File: src/rtl/iuhg_pkg.sv
// Shared types and constants of the IPv4/UDP header generator.
`timescale 1ns / 1ps

package iuhg_pkg;

  // Header geometry
  localparam int unsigned NumWords       = 14;
  localparam int unsigned PosWidth       = 4;
  localparam int unsigned LenWidth       = 11;
  localparam int unsigned IpSumWidth     = 19;
  localparam int unsigned UdpBaseWidth   = 19;
  localparam int unsigned UdpProdWidth   = 26;
  localparam int unsigned MaxPacketBytes = 2048;

  // Fixed header contents
  localparam logic [15:0] VerIhlTos   = 16'h4500;
  localparam logic [7:0]  ProtoUdp    = 8'd17;
  localparam logic [15:0] IpHdrBytes  = 16'd20;
  localparam logic [15:0] UdpHdrBytes = 16'd8;
  localparam logic [15:0] NoChecksum  = 16'h0000;
  localparam logic [15:0] AllOnes     = 16'hFFFF;

  // Configuration port
  localparam int unsigned CfgIndexWidth = 2;
  localparam int unsigned CfgDataWidth  = 8;
  localparam logic [CfgIndexWidth-1:0] CfgTimeToLive = 2'd0;
  localparam logic [CfgIndexWidth-1:0] CfgFillByte   = 2'd1;
  localparam logic [7:0] TtlReset  = 8'h7F;
  localparam logic [7:0] FillReset = 8'h54;

  // Request beat
  typedef struct packed {
    logic [31:0]          dest_address;
    logic [15:0]          dest_port;
    logic [31:0]          source_address;
    logic [15:0]          source_port;
    logic [LenWidth-1:0]  payload_length;
  } req_t;

  // Header word beat
  typedef struct packed {
    logic [15:0]          header_word;
    logic [PosWidth-1:0]  word_position;
    logic                 last_word;
  } hdr_beat_t;

  // Header fields and raw checksum sums handed to the emitter
  typedef struct packed {
    logic [15:0]             total_len;
    logic [15:0]             packet_id;
    logic [7:0]              ttl;
    logic [31:0]             source_address;
    logic [31:0]             dest_address;
    logic [15:0]             source_port;
    logic [15:0]             dest_port;
    logic [15:0]             udp_len;
    logic [IpSumWidth-1:0]   ip_sum;
    logic [UdpBaseWidth-1:0] udp_base;
    logic [UdpProdWidth-1:0] udp_prod;
  } hdr_calc_t;

endpackage

File: src/rtl/iuhg_emit.sv
// Checksum fold and fourteen-word header serialiser.
`timescale 1ns / 1ps

module iuhg_emit (
  input  logic                clk_i,
  input  logic                rst_ni,
  input  logic                load_i,
  input  iuhg_pkg::hdr_calc_t calc_i,
  output logic                can_load_o,
  output logic                out_valid_o,
  input  logic                out_stall_i,
  output iuhg_pkg::hdr_beat_t out_data_o
);

  localparam logic [iuhg_pkg::PosWidth-1:0] LastPos =
    iuhg_pkg::PosWidth'(iuhg_pkg::NumWords - 1);
  localparam int unsigned UdpTotWidth = iuhg_pkg::UdpProdWidth + 1;

  logic [15:0]                   words_q [iuhg_pkg::NumWords];
  logic [15:0]                   words_d [iuhg_pkg::NumWords];
  logic [iuhg_pkg::PosWidth-1:0] pos_q, pos_d;
  logic                          busy_q, busy_d;
  logic                          beat_done;
  logic                          last_done;

  logic [16:0]            ip_fold1;
  logic [15:0]            ip_fold2;
  logic [UdpTotWidth-1:0] udp_total;
  logic [16:0]            udp_fold1;
  logic [15:0]            udp_fold2;
  logic [15:0]            udp_ck;

  assign beat_done  = busy_q && !out_stall_i;
  assign last_done  = beat_done && (pos_q == LastPos);
  assign can_load_o = !busy_q || last_done;

  // Fold the IPv4 sum down to sixteen bits
  always_comb begin
    ip_fold1 = 17'(calc_i.ip_sum[15:0]) + 17'(calc_i.ip_sum[iuhg_pkg::IpSumWidth-1:16]);
    ip_fold2 = ip_fold1[15:0] + 16'(ip_fold1[16]);
  end

  // Add the payload product, fold, and send zero as all ones
  always_comb begin
    udp_total = UdpTotWidth'(calc_i.udp_prod) + UdpTotWidth'(calc_i.udp_base);
    udp_fold1 = 17'(udp_total[15:0]) + 17'(udp_total[UdpTotWidth-1:16]);
    udp_fold2 = udp_fold1[15:0] + 16'(udp_fold1[16]);
    udp_ck    = ~udp_fold2;
    if (udp_ck == iuhg_pkg::NoChecksum) begin
      udp_ck = iuhg_pkg::AllOnes;
    end
  end

  // Load a fresh header or shift the current one along
  always_comb begin
    words_d = words_q;
    pos_d   = pos_q;
    busy_d  = busy_q;
    if (load_i) begin
      words_d[0]  = iuhg_pkg::VerIhlTos;
      words_d[1]  = calc_i.total_len;
      words_d[2]  = calc_i.packet_id;
      words_d[3]  = 16'h0000;
      words_d[4]  = {calc_i.ttl, iuhg_pkg::ProtoUdp};
      words_d[5]  = ~ip_fold2;
      words_d[6]  = calc_i.source_address[31:16];
      words_d[7]  = calc_i.source_address[15:0];
      words_d[8]  = calc_i.dest_address[31:16];
      words_d[9]  = calc_i.dest_address[15:0];
      words_d[10] = calc_i.source_port;
      words_d[11] = calc_i.dest_port;
      words_d[12] = calc_i.udp_len;
      words_d[13] = udp_ck;
      pos_d       = '0;
      busy_d      = 1'b1;
    end else if (beat_done) begin
      for (int i = 0; i < iuhg_pkg::NumWords - 1; i++) begin
        words_d[i] = words_q[i+1];
      end
      if (last_done) begin
        busy_d = 1'b0;
      end else begin
        pos_d = pos_q + iuhg_pkg::PosWidth'(1);
      end
    end
  end

  // Hold the word buffer
  always_ff @(posedge clk_i) begin
    words_q <= words_d;
  end

  // Hold position and busy flag
  always_ff @(posedge clk_i or negedge rst_ni) begin
    if (!rst_ni) begin
      pos_q  <= '0;
      busy_q <= 1'b0;
    end else begin
      pos_q  <= pos_d;
      busy_q <= busy_d;
    end
  end

  assign out_valid_o              = busy_q;
  assign out_data_o.header_word   = words_q[0];
  assign out_data_o.word_position = pos_q;
  assign out_data_o.last_word     = (pos_q == LastPos);

endmodule

File: src/rtl/ipv4_udp_header_generator_top.sv
// Top level of the IPv4/UDP header generator.
//
//  channel  | handshake                  | payload
//  ---------+----------------------------+-----------------------------------
//  request  | in_valid_i / in_stall_o    | in_data_i   (iuhg_pkg::req_t)
//  header   | out_valid_o / out_stall_i  | out_data_o  (iuhg_pkg::hdr_beat_t)
//  config   | cfg_we_i                   | cfg_index_i, cfg_wdata_i
//
// Each request yields fourteen header beats; the 16-bit header port limits
// throughput. The first beat follows the request beat through the input
// register, the sum stage and the word buffer. Reset is asynchronous and
// active low; it clears the identification counter and loads TTL 127 and
// fill byte 0x54. A stalled header beat holds; up to two requests queue
// behind the word buffer before in_stall_o rises.
`timescale 1ns / 1ps

module ipv4_udp_header_generator_top #(
  parameter int unsigned MAX_PACKET_BYTES = iuhg_pkg::MaxPacketBytes
) (
  input  logic                                 clk_i,
  input  logic                                 rst_ni,
  input  logic                                 in_valid_i,
  output logic                                 in_stall_o,
  input  iuhg_pkg::req_t                       in_data_i,
  output logic                                 out_valid_o,
  input  logic                                 out_stall_i,
  output iuhg_pkg::hdr_beat_t                  out_data_o,
  input  logic                                 cfg_we_i,
  input  logic [iuhg_pkg::CfgIndexWidth-1:0]   cfg_index_i,
  input  logic [iuhg_pkg::CfgDataWidth-1:0]    cfg_wdata_i
);

  localparam logic [15:0] PayloadCap = 16'(MAX_PACKET_BYTES - 31);

  logic [7:0]                    ttl_q;
  logic [7:0]                    fill_q;
  logic [15:0]                   pkt_id_q;
  logic                          in_v_q;
  iuhg_pkg::req_t                req_q;
  iuhg_pkg::req_t                req_sat;
  logic [15:0]                   req_id_q;
  logic                          mid_v_q;
  iuhg_pkg::hdr_calc_t           calc_q, calc_d;
  logic                          can_load;
  logic                          mid_free;
  logic                          in_accept;
  logic                          in_adv;
  logic [iuhg_pkg::LenWidth-1:0] len_sat;

  // Pipeline flow
  assign mid_free   = !mid_v_q || can_load;
  assign in_adv     = in_v_q && mid_free;
  assign in_stall_o = in_v_q && !mid_free;
  assign in_accept  = in_valid_i && !in_stall_o;

  // Configuration registers
  always_ff @(posedge clk_i or negedge rst_ni) begin
    if (!rst_ni) begin
      ttl_q  <= iuhg_pkg::TtlReset;
      fill_q <= iuhg_pkg::FillReset;
    end else if (cfg_we_i) begin
      case (cfg_index_i)
        iuhg_pkg::CfgTimeToLive: ttl_q  <= cfg_wdata_i;
        iuhg_pkg::CfgFillByte:   fill_q <= cfg_wdata_i;
        default: ;
      endcase
    end
  end

  // Saturate the payload length
  assign len_sat = (16'(in_data_i.payload_length) > PayloadCap)
                   ? PayloadCap[iuhg_pkg::LenWidth-1:0]
                   : in_data_i.payload_length;

  always_comb begin
    req_sat                = in_data_i;
    req_sat.payload_length = len_sat;
  end

  // Input register and identification counter
  always_ff @(posedge clk_i or negedge rst_ni) begin
    if (!rst_ni) begin
      in_v_q   <= 1'b0;
      pkt_id_q <= '0;
    end else begin
      if (in_accept) begin
        in_v_q   <= 1'b1;
        pkt_id_q <= pkt_id_q + 16'd1;
      end else if (in_adv) begin
        in_v_q <= 1'b0;
      end
    end
  end

  always_ff @(posedge clk_i) begin
    if (in_accept) begin
      req_q    <= req_sat;
      req_id_q <= pkt_id_q;
    end
  end

  // Build header fields, raw sums and the payload product
  always_comb begin
    calc_d.total_len      = iuhg_pkg::IpHdrBytes + iuhg_pkg::UdpHdrBytes
                            + 16'(req_q.payload_length);
    calc_d.udp_len        = iuhg_pkg::UdpHdrBytes + 16'(req_q.payload_length);
    calc_d.packet_id      = req_id_q;
    calc_d.ttl            = ttl_q;
    calc_d.source_address = req_q.source_address;
    calc_d.dest_address   = req_q.dest_address;
    calc_d.source_port    = req_q.source_port;
    calc_d.dest_port      = req_q.dest_port;
    calc_d.ip_sum = iuhg_pkg::IpSumWidth'(iuhg_pkg::VerIhlTos)
                  + iuhg_pkg::IpSumWidth'(calc_d.total_len)
                  + iuhg_pkg::IpSumWidth'(req_id_q)
                  + iuhg_pkg::IpSumWidth'({ttl_q, iuhg_pkg::ProtoUdp})
                  + iuhg_pkg::IpSumWidth'(req_q.source_address[31:16])
                  + iuhg_pkg::IpSumWidth'(req_q.source_address[15:0])
                  + iuhg_pkg::IpSumWidth'(req_q.dest_address[31:16])
                  + iuhg_pkg::IpSumWidth'(req_q.dest_address[15:0]);
    calc_d.udp_base = iuhg_pkg::UdpBaseWidth'(req_q.source_address[31:16])
                    + iuhg_pkg::UdpBaseWidth'(req_q.source_address[15:0])
                    + iuhg_pkg::UdpBaseWidth'(req_q.dest_address[31:16])
                    + iuhg_pkg::UdpBaseWidth'(req_q.dest_address[15:0])
                    + iuhg_pkg::UdpBaseWidth'(iuhg_pkg::ProtoUdp)
                    + iuhg_pkg::UdpBaseWidth'({calc_d.udp_len, 1'b0})
                    + iuhg_pkg::UdpBaseWidth'(req_q.source_port)
                    + iuhg_pkg::UdpBaseWidth'(req_q.dest_port)
                    + (req_q.payload_length[0]
                       ? iuhg_pkg::UdpBaseWidth'({fill_q, 8'h00})
                       : '0);
    // Pairs of fill bytes: word value is fill * 257
    calc_d.udp_prod =
      iuhg_pkg::UdpProdWidth'(req_q.payload_length[iuhg_pkg::LenWidth-1:1])
      * iuhg_pkg::UdpProdWidth'({fill_q, fill_q});
  end

  // Sum stage register
  always_ff @(posedge clk_i or negedge rst_ni) begin
    if (!rst_ni) begin
      mid_v_q <= 1'b0;
    end else if (mid_free) begin
      mid_v_q <= in_v_q;
    end
  end

  always_ff @(posedge clk_i) begin
    if (in_adv) begin
      calc_q <= calc_d;
    end
  end

  iuhg_emit u_emit (
    .clk_i       (clk_i),
    .rst_ni      (rst_ni),
    .load_i      (mid_v_q && can_load),
    .calc_i      (calc_q),
    .can_load_o  (can_load),
    .out_valid_o (out_valid_o),
    .out_stall_i (out_stall_i),
    .out_data_o  (out_data_o)
  );

  // A taken beat that is not the last is followed by the next position
  a_pos_advance: assert property (@(posedge clk_i) disable iff (!rst_ni)
    out_valid_o && !out_stall_i && !out_data_o.last_word
    |=> out_valid_o && (out_data_o.word_position == $past(out_data_o.word_position) + 4'd1))
    else $error("header word position did not advance");

  // An empty input register never stalls the request side
  a_no_idle_stall: assert property (@(posedge clk_i) disable iff (!rst_ni)
    !in_v_q |-> !in_stall_o)
    else $error("request stalled with empty input register");

  // Each accepted request takes the next identification
  a_id_step: assert property (@(posedge clk_i) disable iff (!rst_ni)
    in_accept |=> (req_id_q == $past(pkt_id_q)) && (pkt_id_q == $past(pkt_id_q) + 16'd1))
    else $error("identification counter out of step");

endmodule

File: config.mk
export PLATFORM = sky130hd
export DESIGN_NAME = ipv4_udp_header_generator_top
export DESIGN_NICKNAME = d
export VERILOG_FILES = /design/src/rtl/iuhg_pkg.sv /design/src/rtl/iuhg_emit.sv /design/src/rtl/ipv4_udp_header_generator_top.sv
export SDC_FILE = /design/constraint.sdc
export NUM_CORES = 1
export LEC_CHECK = 0
export BUFFER_PORTS_ARGS = -buffer_cell sky130_fd_sc_hd__buf_2
export CAP_MARGIN = 20
export CORE_ASPECT_RATIO = 1.4
export CORE_MARGIN = 2
export CORE_UTILIZATION = 45
export CTS_BUF_LIST = sky130_fd_sc_hd__clkbuf_8
export DETAILED_ROUTE_END_ITERATION = 7
export SLEW_MARGIN = 30
export SYNTH_ARGS = -nofsm -noshare
export SYNTH_HDL_FRONTEND = slang
export SYNTH_SLANG_ARGS = --single-unit
File: constraint.sdc
create_clock -name clk_i -period 10.1 [get_ports clk_i]
set_clock_uncertainty 0.15 [all_clocks]
set_input_delay 0.505 -clock clk_i [delete_from_list [all_inputs] [get_ports clk_i]]
set_output_delay 0.505 -clock clk_i [all_outputs]
set_load 0.01 [all_outputs]
==> metrics.csv, run 1 <==
stage,metric,value,unit
yosys,netlist_instances,2739,
place,portBuffers,144,
yosys,ys_warn_count,0,
detailed_routing,drt-total-wl,84900,um
place,post-place-ws,1.68,ns
sta,rsz0062_at_grt,false,
finish,nFillCells,6439,
detailed_routing,vias,21089,
sta,worst_pin_slew,0.928,ns
clock_network,cts_inserted_buffers,93,
clock_network,cts_hold_buf,116,
flow_run,cap_violations,0,
clock_network,cts_setup_buffers,0,
sta,relSlewSlack,38.1,%
grt,grt_max_degree,203,
floorplan,die_w,233,um
yosys,ys_types,66,
detailed_routing,drc_errors,0,
sta,max_freq,117,MHz
grt,antenna_found_initial,4,
yosys,postSynth.asyncResetShare,6.59,%
detailed_routing,drt_first_iter_violations,1418,
grt,grt_pass1_vias,22428,
sta,setup_viol,0,
sta,hold_ws,0.0849,ns
clock_network,clock-sinks,592,
power,total_power,11.5,mW
yosys,synthFlopType,edfxtp_1,
floorplan,die_area,75600,sq um
yosys,synth_seq_area_share,52.1,%
grt,grt.total_usage,23.1,%
clock_network,htreeDepth,3,
yosys,synth_seq_cells,592,
grt,grt_first_pass_wirelength,131000,um
place,hpwl,61600,um
clock_network,root_buffer,clkbuf_8,
worst_hold_path,hold_depth,2,
worst_setup_path,cp-start-kind,flip-flop,
yosys,syn_area_per_cell,12.1,sq um
floorplan,rows,117,
worst_hold_path,hp-class,primary input to flip-flop,
worst_setup_path,reg2reg_from,calc_q[0],
floorplan,start_util,45.5,%
worst_setup_path,cp_max_fo,15,
yosys,syn-num-nets,3269,
clock_network,cts_resized,0,
clock_network,cts.clk_slew.worst_paths,0.06,ns
worst_setup_path,cp_common_cell,o21ai_0,
worst_setup_path,endpoint_kind,flip-flop,
worst_setup_path,crit_required,10.48,ns
power,power.density,306,nW/um^2
clock_network,clockBufferDepth,3,
floorplan,core-area,72600,sq um
finish,area_delta_synth_final,14.0,%
finish,final_util,51.8,%
worst_setup_path,slowest_delay,0.60,ns
detailed_routing,ant_nets,0,
power,p_leak,15.8,nW
sta,period_needed,8.56,ns
yosys,synth_edf_count,513,
yosys,netlist_area,33000,sq um
floorplan,io_pins,145,
sta,setup_tns,0,ns
worst_setup_path,timing.rr.end,u_emit.words_q[14],
worst_setup_path,crit_buf_inv,0,
finish,fin_nets,3526,
clock_network,clock_latency,0.70,ns
detailed_routing,routedWlPerCell,21.1,um
detailed_routing,via_per_inst,5.24,
worst_setup_path,rrSetupSlack,1.54,ns
worst_setup_path,path_class,flip-flop to flip-flop,
status,status,"finished, final reports clean",
sta,timing_max_transition_violations_final,0,
floorplan,fp.dieH,324,um
finish,drive_gt1_share,11.1,%
worst_setup_path,crit_path_top_delay_cell,nor4bb_1,
worst_hold_path,holdPathEnd,req_q[3],
detailed_routing,first_pass_iters,5,
worst_setup_path,crit_family,compound AO/OA/AOI/OAI gates,
sta,finalWorstSetupSlack,1.54,ns
sta,timing_hold_violations_final,0,
place,gp_congestion,0.937,
worst_setup_path,ff2ff_path_depth,29,
worst_hold_path,min_from,in_data_i[3],
power,peakVddDrop,473,uV
grt,overflow,0,
sta,fin_crit_sh,84.7,%
worst_setup_path,cp_data_arrival_time,8.93,ns
clock_network,cts_tree,yes,
## sequential cells by signal (all words and copies together) (netlist names), 4 cells and up
register and cells:
u_emit.words_q 208, calc_q 206, calc_d 96, pkt_id_q 16, req_id_q 16, u_emit.out_data_o 16, req_q 11, fill_q 8
ttl_q 8, u_emit.pos_q 4
## layout make-up
class	instances	area [sq um]	area share, %
well taps	952	1190	3.16
repair buffers	278	2080	5.54
diodes	1	2.50	0.00665
clock buffers	107	1470	3.91
inverters	264	998	2.65
flip-flops and latches	592	17200	45.7
clock inverters	62	343	0.911
multi-input cells	1767	14400	38.1
## worst max-delay path by stage
stage / from / slack (ns) / cells past startpoint / endpoint
after detailed placement: calc_q[0] / 1.68 / 29 / u_emit.words_q[14]
after floorplan: calc_q[0] / 3.04 / 31 / u_emit.words_q[3]
after global placement: calc_q[0] / 1.92 / 29 / u_emit.words_q[14]
after CTS: calc_q[0] / 1.64 / 29 / u_emit.words_q[14]
final: calc_q[0] / 1.54 / 29 / u_emit.words_q[14]
after global routing: calc_q[0] / 0.85 / 29 / u_emit.words_q[5]
## cells by family (layout without fill, tap and decap cells)
logic type / count (synthesis) / count (layout) / synth area share [%]
buffers and inverters: 380 / 711 / 4.53
adder cells (fa/ha/maj): 408 / 408 / 20.8
XOR/XNOR: 145 / 145 / 3.87
AO/OA/AOI/OAI: 277 / 277 / 5.47
AND/OR/NAND/NOR: 922 / 922 / 12.7
flip-flops: 592 / 592 / 52.1
multiplexers: 15 / 15 / 0.508
other: 0 / 1 / 0
## cells in the final DEF, fill, tap and decap left out, drive strengths merged, types with 8 or more instances in the layout
| cell type | n |
|---|---|
| edfxtp | 513 |
| clkinv | 30 |
| or2 | 10 |
| clkbuf | 107 |
| mux2 | 14 |
| and3 | 20 |
| a21o | 31 |
| dlygate4sd3 | 116 |
| a21oi | 99 |
| dfrtp | 29 |
| nand3 | 188 |
| nand2 | 475 |
| dfstp | 10 |
| nor2 | 69 |
| and2 | 68 |
| o21bai | 10 |
| nor3 | 23 |
| ha | 172 |
| fa | 236 |
| nand4 | 17 |
| a31oi | 9 |
| xor2 | 55 |
| inv | 290 |
| dfxtp | 40 |
| nand2b | 13 |
| a21boi | 8 |
| nor2b | 15 |
| o21a | 16 |
| o21ai | 47 |
| buf | 162 |
| xnor2 | 90 |
## power breakdown
part | leakage, nW | internal, mW | switching (mW)
clock network | 1.01 | 1.02 | 0.968
logic | 9.18 | 2.48 | 3.60
registers | 5.64 | 3.29 | 0.175
total | 15.8 | 6.79 | 4.74
## routing by layer
| layer | part of all wire, % | GRT usage, % |
|---|---|---|
| met2 | 53 | 41.4 |
| met5 | 0 | 0 |
| met3 | 4.3 | 3.01 |
| met4 | 4.1 | 9.64 |
| met1 | 39 | 27.8 |
## Yosys cell counts (all sizes together) (6+ instances only)
| cell type | count | area (sq um) |
|---|---|---|
| xnor2 | 90 | 796 |
| nand2 | 475 | 1780 |
| a21boi | 8 | 60.1 |
| a21o | 31 | 233 |
| o21bai | 10 | 75.1 |
| dfstp | 10 | 263 |
| nor2 | 69 | 259 |
| dfrtp | 29 | 726 |
| inv | 264 | 991 |
| fa | 236 | 4720 |
| nor3b | 6 | 45.0 |
| and3 | 20 | 125 |
| nor3 | 23 | 115 |
| o22ai | 7 | 43.8 |
| edfxtp | 513 | 15400 |
| nand4 | 17 | 106 |
| o21a | 16 | 120 |
| clkbuf | 92 | 345 |
| nand3 | 188 | 941 |
| a21oi | 99 | 495 |
| or2 | 10 | 62.6 |
| dfxtp | 40 | 801 |
| mux2 | 14 | 158 |
| nor2b | 15 | 93.8 |
| nand2b | 13 | 81.3 |
| xor2 | 55 | 482 |
| ha | 172 | 2150 |
| o21ai | 47 | 235 |
| buf | 24 | 159 |
| and2 | 68 | 425 |
| a31oi | 9 | 56.3 |
## per-stage QoR
step	cell area [sq um]	instances
2_1_floorplan	33000	2739
3_3_place_gp	34600	3735
3_5_place_dp	34600	3735
4_1_cts	37600	4020
5_1_grt	37600	4023
6_report	37600	4023
Note: power is estimated with default switching activity, not from simulation.
==> run 2, diff against run 1 <==
==> constraint.sdc (replaced) <==
create_clock -name clk_i -period 7.9 [get_ports clk_i]
set_clock_uncertainty 0.15 [all_clocks]
set_input_delay 0.395 -clock clk_i [delete_from_list [all_inputs] [get_ports clk_i]]
set_output_delay 0.395 -clock clk_i [all_outputs]
set_load 0.01 [all_outputs]
==> metrics.csv, run 2 (synthesis results as in run 1) <==
stage,metric,value,unit,change
status,status,"finished, final reports clean",,
detailed_routing,ant_nets,0,,unchanged
worst_setup_path,crit_required,8.27,ns,-2.21 ns
worst_setup_path,cp_data_arrival_time,7.71,ns,-1.22 ns
finish,multiInputGateArea,14400,sq um,+0.18%
power,peakVddDrop,376,uV,-20%
sta,relSlewSlack,32.6,%,-5.5 points
finish,area_delta_synth_final,14.7,%,
power,total_power,14.9,mW,+29%
worst_hold_path,hp-class,primary input to async pin,,
power,power.density,393,nW/um^2,+28%
detailed_routing,routedWlPerCell,21.3,um,+1.0%
place,gp_congestion,0.920,,-1.7%
clock_network,htreeDepth,3,,unchanged
worst_setup_path,crit_family,compound AO/OA/AOI/OAI gates,,
power,p_leak,16.0,nW,+0.95%
worst_setup_path,cp_max_fo,15,,unchanged
grt,antenna_found_initial,3,,-1
finish,fin_nets,3549,,+0.65%
grt,grt_first_pass_wirelength,132000,um,+0.98%
finish,stdcell_count,4047,,+0.60%
floorplan,rows,117,,unchanged
finish,final_common_cell,edfxtp_1,,
place,portBuffers,144,,unchanged
clock_network,root_buffer,clkbuf_8,,
worst_setup_path,slowest_delay,0.42,ns,-0.18 ns
sta,timing_hold_violations_final,0,,unchanged
floorplan,io_pins,145,,unchanged
sta,timing_max_transition_violations_final,0,,unchanged
place,hpwl,63800,um,+3.6%
sta,max_freq,136,MHz,+17%
clock_network,clockBufferDepth,3,,unchanged
place,dpl-instance-area,34700,sq um,+0.25%
detailed_routing,drc_errors,0,,unchanged
grt,grt.total_usage,23.5,%,+0.32 points
floorplan,fp.dieH,324,um,unchanged
worst_setup_path,endpoint_kind,flip-flop,,
worst_setup_path,reg2reg_from,calc_q[1],,
flow_run,cap_violations,0,,unchanged
place,post-place-ws,0.345,ns,-1.34 ns
finish,mostFrequentLayoutCells,"edfxtp_1 (513), nand2_1 (473), inv_1 (293)",,
sta,worst_pin_slew,1.01,ns,+0.0832 ns
finish,drive_gt1_share,11.5,%,+0.43 points
clock_network,cts_inserted_buffers,94,,+1.1%
finish,final_util,52.1,%,+0.31 points
floorplan,die_area,75600,sq um,unchanged
grt,grt_max_degree,173,,-15%
clock_network,clock_latency,0.71,ns,about the same
sta,finalWorstSetupSlack,0.565,ns,-0.979 ns
worst_setup_path,critPathLaunch,calc_q[1],,
finish,nFillCells,6391,,-0.75%
worst_setup_path,crit_path_top_delay_cell,edfxtp_1,,
sta,setup_viol,0,,unchanged
detailed_routing,vias,21195,,+0.50%
worst_setup_path,crit_buf_inv,1,,+1
grt,grt_pass1_vias,22630,,+0.90%
clock_network,cts.clk_slew.worst_paths,0.07,ns,about the same
detailed_routing,via_per_inst,5.24,,about the same
sta,setup_tns,0,ns,unchanged
detailed_routing,first_pass_iters,6,,+1
floorplan,start_util,45.5,%,unchanged
detailed_routing,drt-total-wl,86300,um,+1.6%
finish,seqCellArea,17200,sq um,unchanged
floorplan,core-area,72600,sq um,unchanged
clock_network,clock-sinks,592,,unchanged
sta,rsz0062_at_grt,false,,
sta,period_needed,7.34,ns,-1.22 ns
finish,largest_reg_flops,208,,unchanged
grt,overflow,0,,unchanged
worst_setup_path,path_class,flip-flop to flip-flop,,
sta,fin_crit_sh,92.9,%,+8.1 points
finish,regMostFlops,u_emit.words_q,,
detailed_routing,drt_first_iter_violations,1489,,+5.0%
sta,hold_ws,0.0863,ns,+0.00137 ns
clock_network,cts_tree,yes,,
place,dp.cells,3748,,+0.35%
finish,design_area,37900,sq um,+0.60%
worst_setup_path,cp-start-kind,flip-flop,,
floorplan,die_w,233,um,unchanged
## run 2: metal layers
metal / routed length [um] / up-vias / GRT usage, %
met3: 3380 / 145 / 3.05
li1: - / 9873 / -
met2: 46200 / 522 / 43.0
met1: 33800 / 10655 / 27.9
met5: 0 / - / 0
met4: 2930 / 0 / 8.32
## run 2: where the power goes
| group | switching, mW | total [mW] | internal [mW] |
|---|---|---|---|
| Sequential | 0.230 | 4.43 | 4.20 |
| Combinational | 4.68 | 7.88 | 3.20 |
| Clock | 1.22 | 2.55 | 1.33 |
## run 2: path summary, 6_finish.rpt
kind,to,slack [ns],cells past startpoint
worst max-delay path,u_emit.words_q[5],0.56,27
worst min-delay path,pkt_id_q[3],0.09,2
worst max register to register,u_emit.words_q[5],0.56,27
worst min register to register,u_emit.words_q[163],0.29,2
max in group asynchronous,pkt_id_q[14],7.06,2
min in group clk_i,ttl_q[2],0.12,5
## run 2: layout make-up
cell class,instances,share of cell area (%)
Antenna cell,1,0.00661
Clock buffer,110,4.00
Clock inverter,61,0.829
Inverter,264,2.63
Multi-Input combinational cell,1767,38.0
Sequential cell,592,45.4
Tap cell,952,3.15
Timing Repair Buffer,300,6.00
## run 2: timing repair
item                       CTS  global route
buffers inserted             0             0
hold buffers               125             0
resized for setup            0             6
setup endpoints to repair    0            16
hold endpoints to repair   176             0
==> run 3, diff against run 2 <==
--- a/config.mk
+++ b/config.mk
@@ -12,6 +12,7 @@
 export CORE_UTILIZATION = 45
 export CTS_BUF_LIST = sky130_fd_sc_hd__clkbuf_8
 export DETAILED_ROUTE_END_ITERATION = 7
+export HOLD_SLACK_MARGIN = 0.15
 export SLEW_MARGIN = 30
 export SYNTH_ARGS = -nofsm -noshare
 export SYNTH_HDL_FRONTEND = slang
==> metrics.csv, run 3 (synthesis results as in run 1) <==
stage,metric,value,unit,change
worst_setup_path,crit_path_top_delay_cell,edfxtp_1,,
worst_setup_path,cp-start-kind,flip-flop,,
sta,fin_crit_sh,92.8,%,about the same
detailed_routing,drt-total-wl,86800,um,+0.66%
finish,final_util,52.2,%,+0.083 points
finish,regMostFlops,u_emit.words_q,,
worst_setup_path,reg2reg_from,calc_q[1],,
detailed_routing,drt_first_iter_violations,1500,,+0.74%
finish,seqCellArea,17200,sq um,unchanged
floorplan,core-area,72600,sq um,unchanged
sta,worst_pin_slew,1.01,ns,-0.00595 ns
worst_hold_path,hp-class,primary input to async pin,,
grt,grt_first_pass_wirelength,133000,um,+0.50%
detailed_routing,first_pass_iters,6,,unchanged
floorplan,rows,117,,unchanged
sta,timing_max_transition_violations_final,0,,unchanged
grt,grt_pass1_vias,22703,,+0.32%
floorplan,die_area,75600,sq um,unchanged
grt,overflow,0,,unchanged
status,status,"finished, final reports clean",,
clock_network,cts.clk_slew.worst_paths,0.07,ns,about the same
place,hpwl,63800,um,unchanged
detailed_routing,drc_errors,0,,unchanged
finish,multiInputGateArea,14400,sq um,unchanged
flow_run,cap_violations,0,,unchanged
clock_network,cts_setup_buffers,0,,unchanged
floorplan,die_w,233,um,unchanged
finish,fin_nets,3554,,+0.14%
power,power.density,392,nW/um^2,-0.18%
clock_network,clock_latency,0.71,ns,about the same
worst_setup_path,cp_max_fo,15,,unchanged
worst_setup_path,crit_buf_inv,1,,unchanged
worst_setup_path,crit_family,compound AO/OA/AOI/OAI gates,,
floorplan,fp.dieH,324,um,unchanged
detailed_routing,routedWlPerCell,21.4,um,+0.54%
sta,relSlewSlack,33.0,%,+0.40 points
sta,rsz0062_at_grt,false,,
sta,setup_viol,0,,unchanged
worst_setup_path,endpoint_kind,flip-flop,,
sta,period_needed,7.33,ns,-0.00237 ns
finish,largest_reg_flops,208,,unchanged
finish,mostFrequentLayoutCells,"edfxtp_1 (513), nand2_1 (473), inv_1 (293)",,
place,dpl-instance-area,34700,sq um,unchanged
power,total_power,14.9,mW,about the same
floorplan,start_util,45.5,%,unchanged
finish,stdcell_count,4052,,+0.12%
place,gp_congestion,0.920,,unchanged
finish,design_area,37900,sq um,+0.16%
detailed_routing,vias,21313,,+0.56%
worst_setup_path,critPathLaunch,calc_q[1],,
floorplan,io_pins,145,,unchanged
finish,nFillCells,6390,,-0.016%
sta,timing_hold_violations_final,0,,unchanged
finish,final_common_cell,edfxtp_1,,
sta,setup_tns,0,ns,unchanged
clock_network,cts_tree,yes,,
finish,drive_gt1_share,11.5,%,+0.014 points
worst_setup_path,worst-path-stages,27,,unchanged
finish,area_delta_synth_final,14.9,%,
worst_setup_path,crit_required,8.27,ns,about the same
power,p_leak,16.0,nW,+0.15%
sta,max_freq,136,MHz,about the same
place,portBuffers,144,,unchanged
worst_setup_path,path_class,flip-flop to flip-flop,,
clock_network,cts_inserted_buffers,94,,unchanged
worst_setup_path,ff2ff_path_depth,27,,unchanged
detailed_routing,ant_nets,0,,unchanged
worst_setup_path,timing.rr.end,u_emit.words_q[5],,
place,dp.cells,3748,,unchanged
clock_network,root_buffer,clkbuf_8,,
power,peakVddDrop,373,uV,-0.83%
worst_setup_path,cp_data_arrival_time,7.70,ns,about the same
worst_setup_path,slowest_delay,0.42,ns,about the same
worst_setup_path,rrSetupSlack,0.57,ns,about the same
grt,grt_max_degree,173,,unchanged
grt,grt.total_usage,23.6,%,+0.14 points
clock_network,htreeDepth,3,,unchanged
detailed_routing,via_per_inst,5.26,,+0.43%
grt,antenna_found_initial,4,,+1
clock_network,clockBufferDepth,3,,unchanged
clock_network,clock-sinks,592,,unchanged
==> run 3: cell count changes in the layout (fill, tap and decap cells not counted) <==
cell           change
buf_12             +1
dlygate4sd3_1      +4
==> run 3: where the power goes <==
part / leakage [nW] / internal, mW / switching (mW) / total (mW)
Sequential: 5.64 / 4.20 / 0.230 / 4.43
Combinational: 9.32 / 3.21 / 4.67 / 7.88
Clock: 1.04 / 1.33 / 1.22 / 2.55
==> run 3: how the worst max path moves through the flow <==
stage / to
3_3_place_gp: u_emit.words_q[14]
5_1_grt: u_emit.words_q[0]
4_1_cts: u_emit.words_q[5]
2_1_floorplan: u_emit.words_q[3]
6_report: u_emit.words_q[5]
3_5_place_dp: u_emit.words_q[14]
==> run 3: what timing repair did <==
item	CTS	global route
endpoints found under the hold margin	187	0
hold buffers	130	0
setup endpoints to repair	0	16
resized for setup	0	6
==> run 3: through the flow <==
stage                     setup WS [ns]  hold WS (ns)
after floorplan                   0.839       -0.0506
after global placement            0.346         0.289
after detailed placement          0.345         0.278
after CTS                         0.233         0.178
after global routing            0.00380         0.213
final                             0.567         0.227
==> run 3: routing by layer <==
layer / track usage [%] / part of all wire [%] / vias up
li1: - / - / 9893
met1: 28.0 / 39 / 10756
met2: 43.4 / 53 / 511
met3: 3.05 / 3.8 / 153
met4: 8.28 / 3.5 / 0
met5: 0 / 0 / -
==> run 3: cell type report <==
class | instances | share of cell area, %
Sequential cell | 592 | 45.3
Multi-Input combinational cell | 1767 | 37.9
Timing Repair Buffer | 305 | 6.15
Clock buffer | 110 | 3.99
Tap cell | 952 | 3.14
Inverter | 264 | 2.63
Clock inverter | 61 | 0.828
Antenna cell | 1 | 0.00660
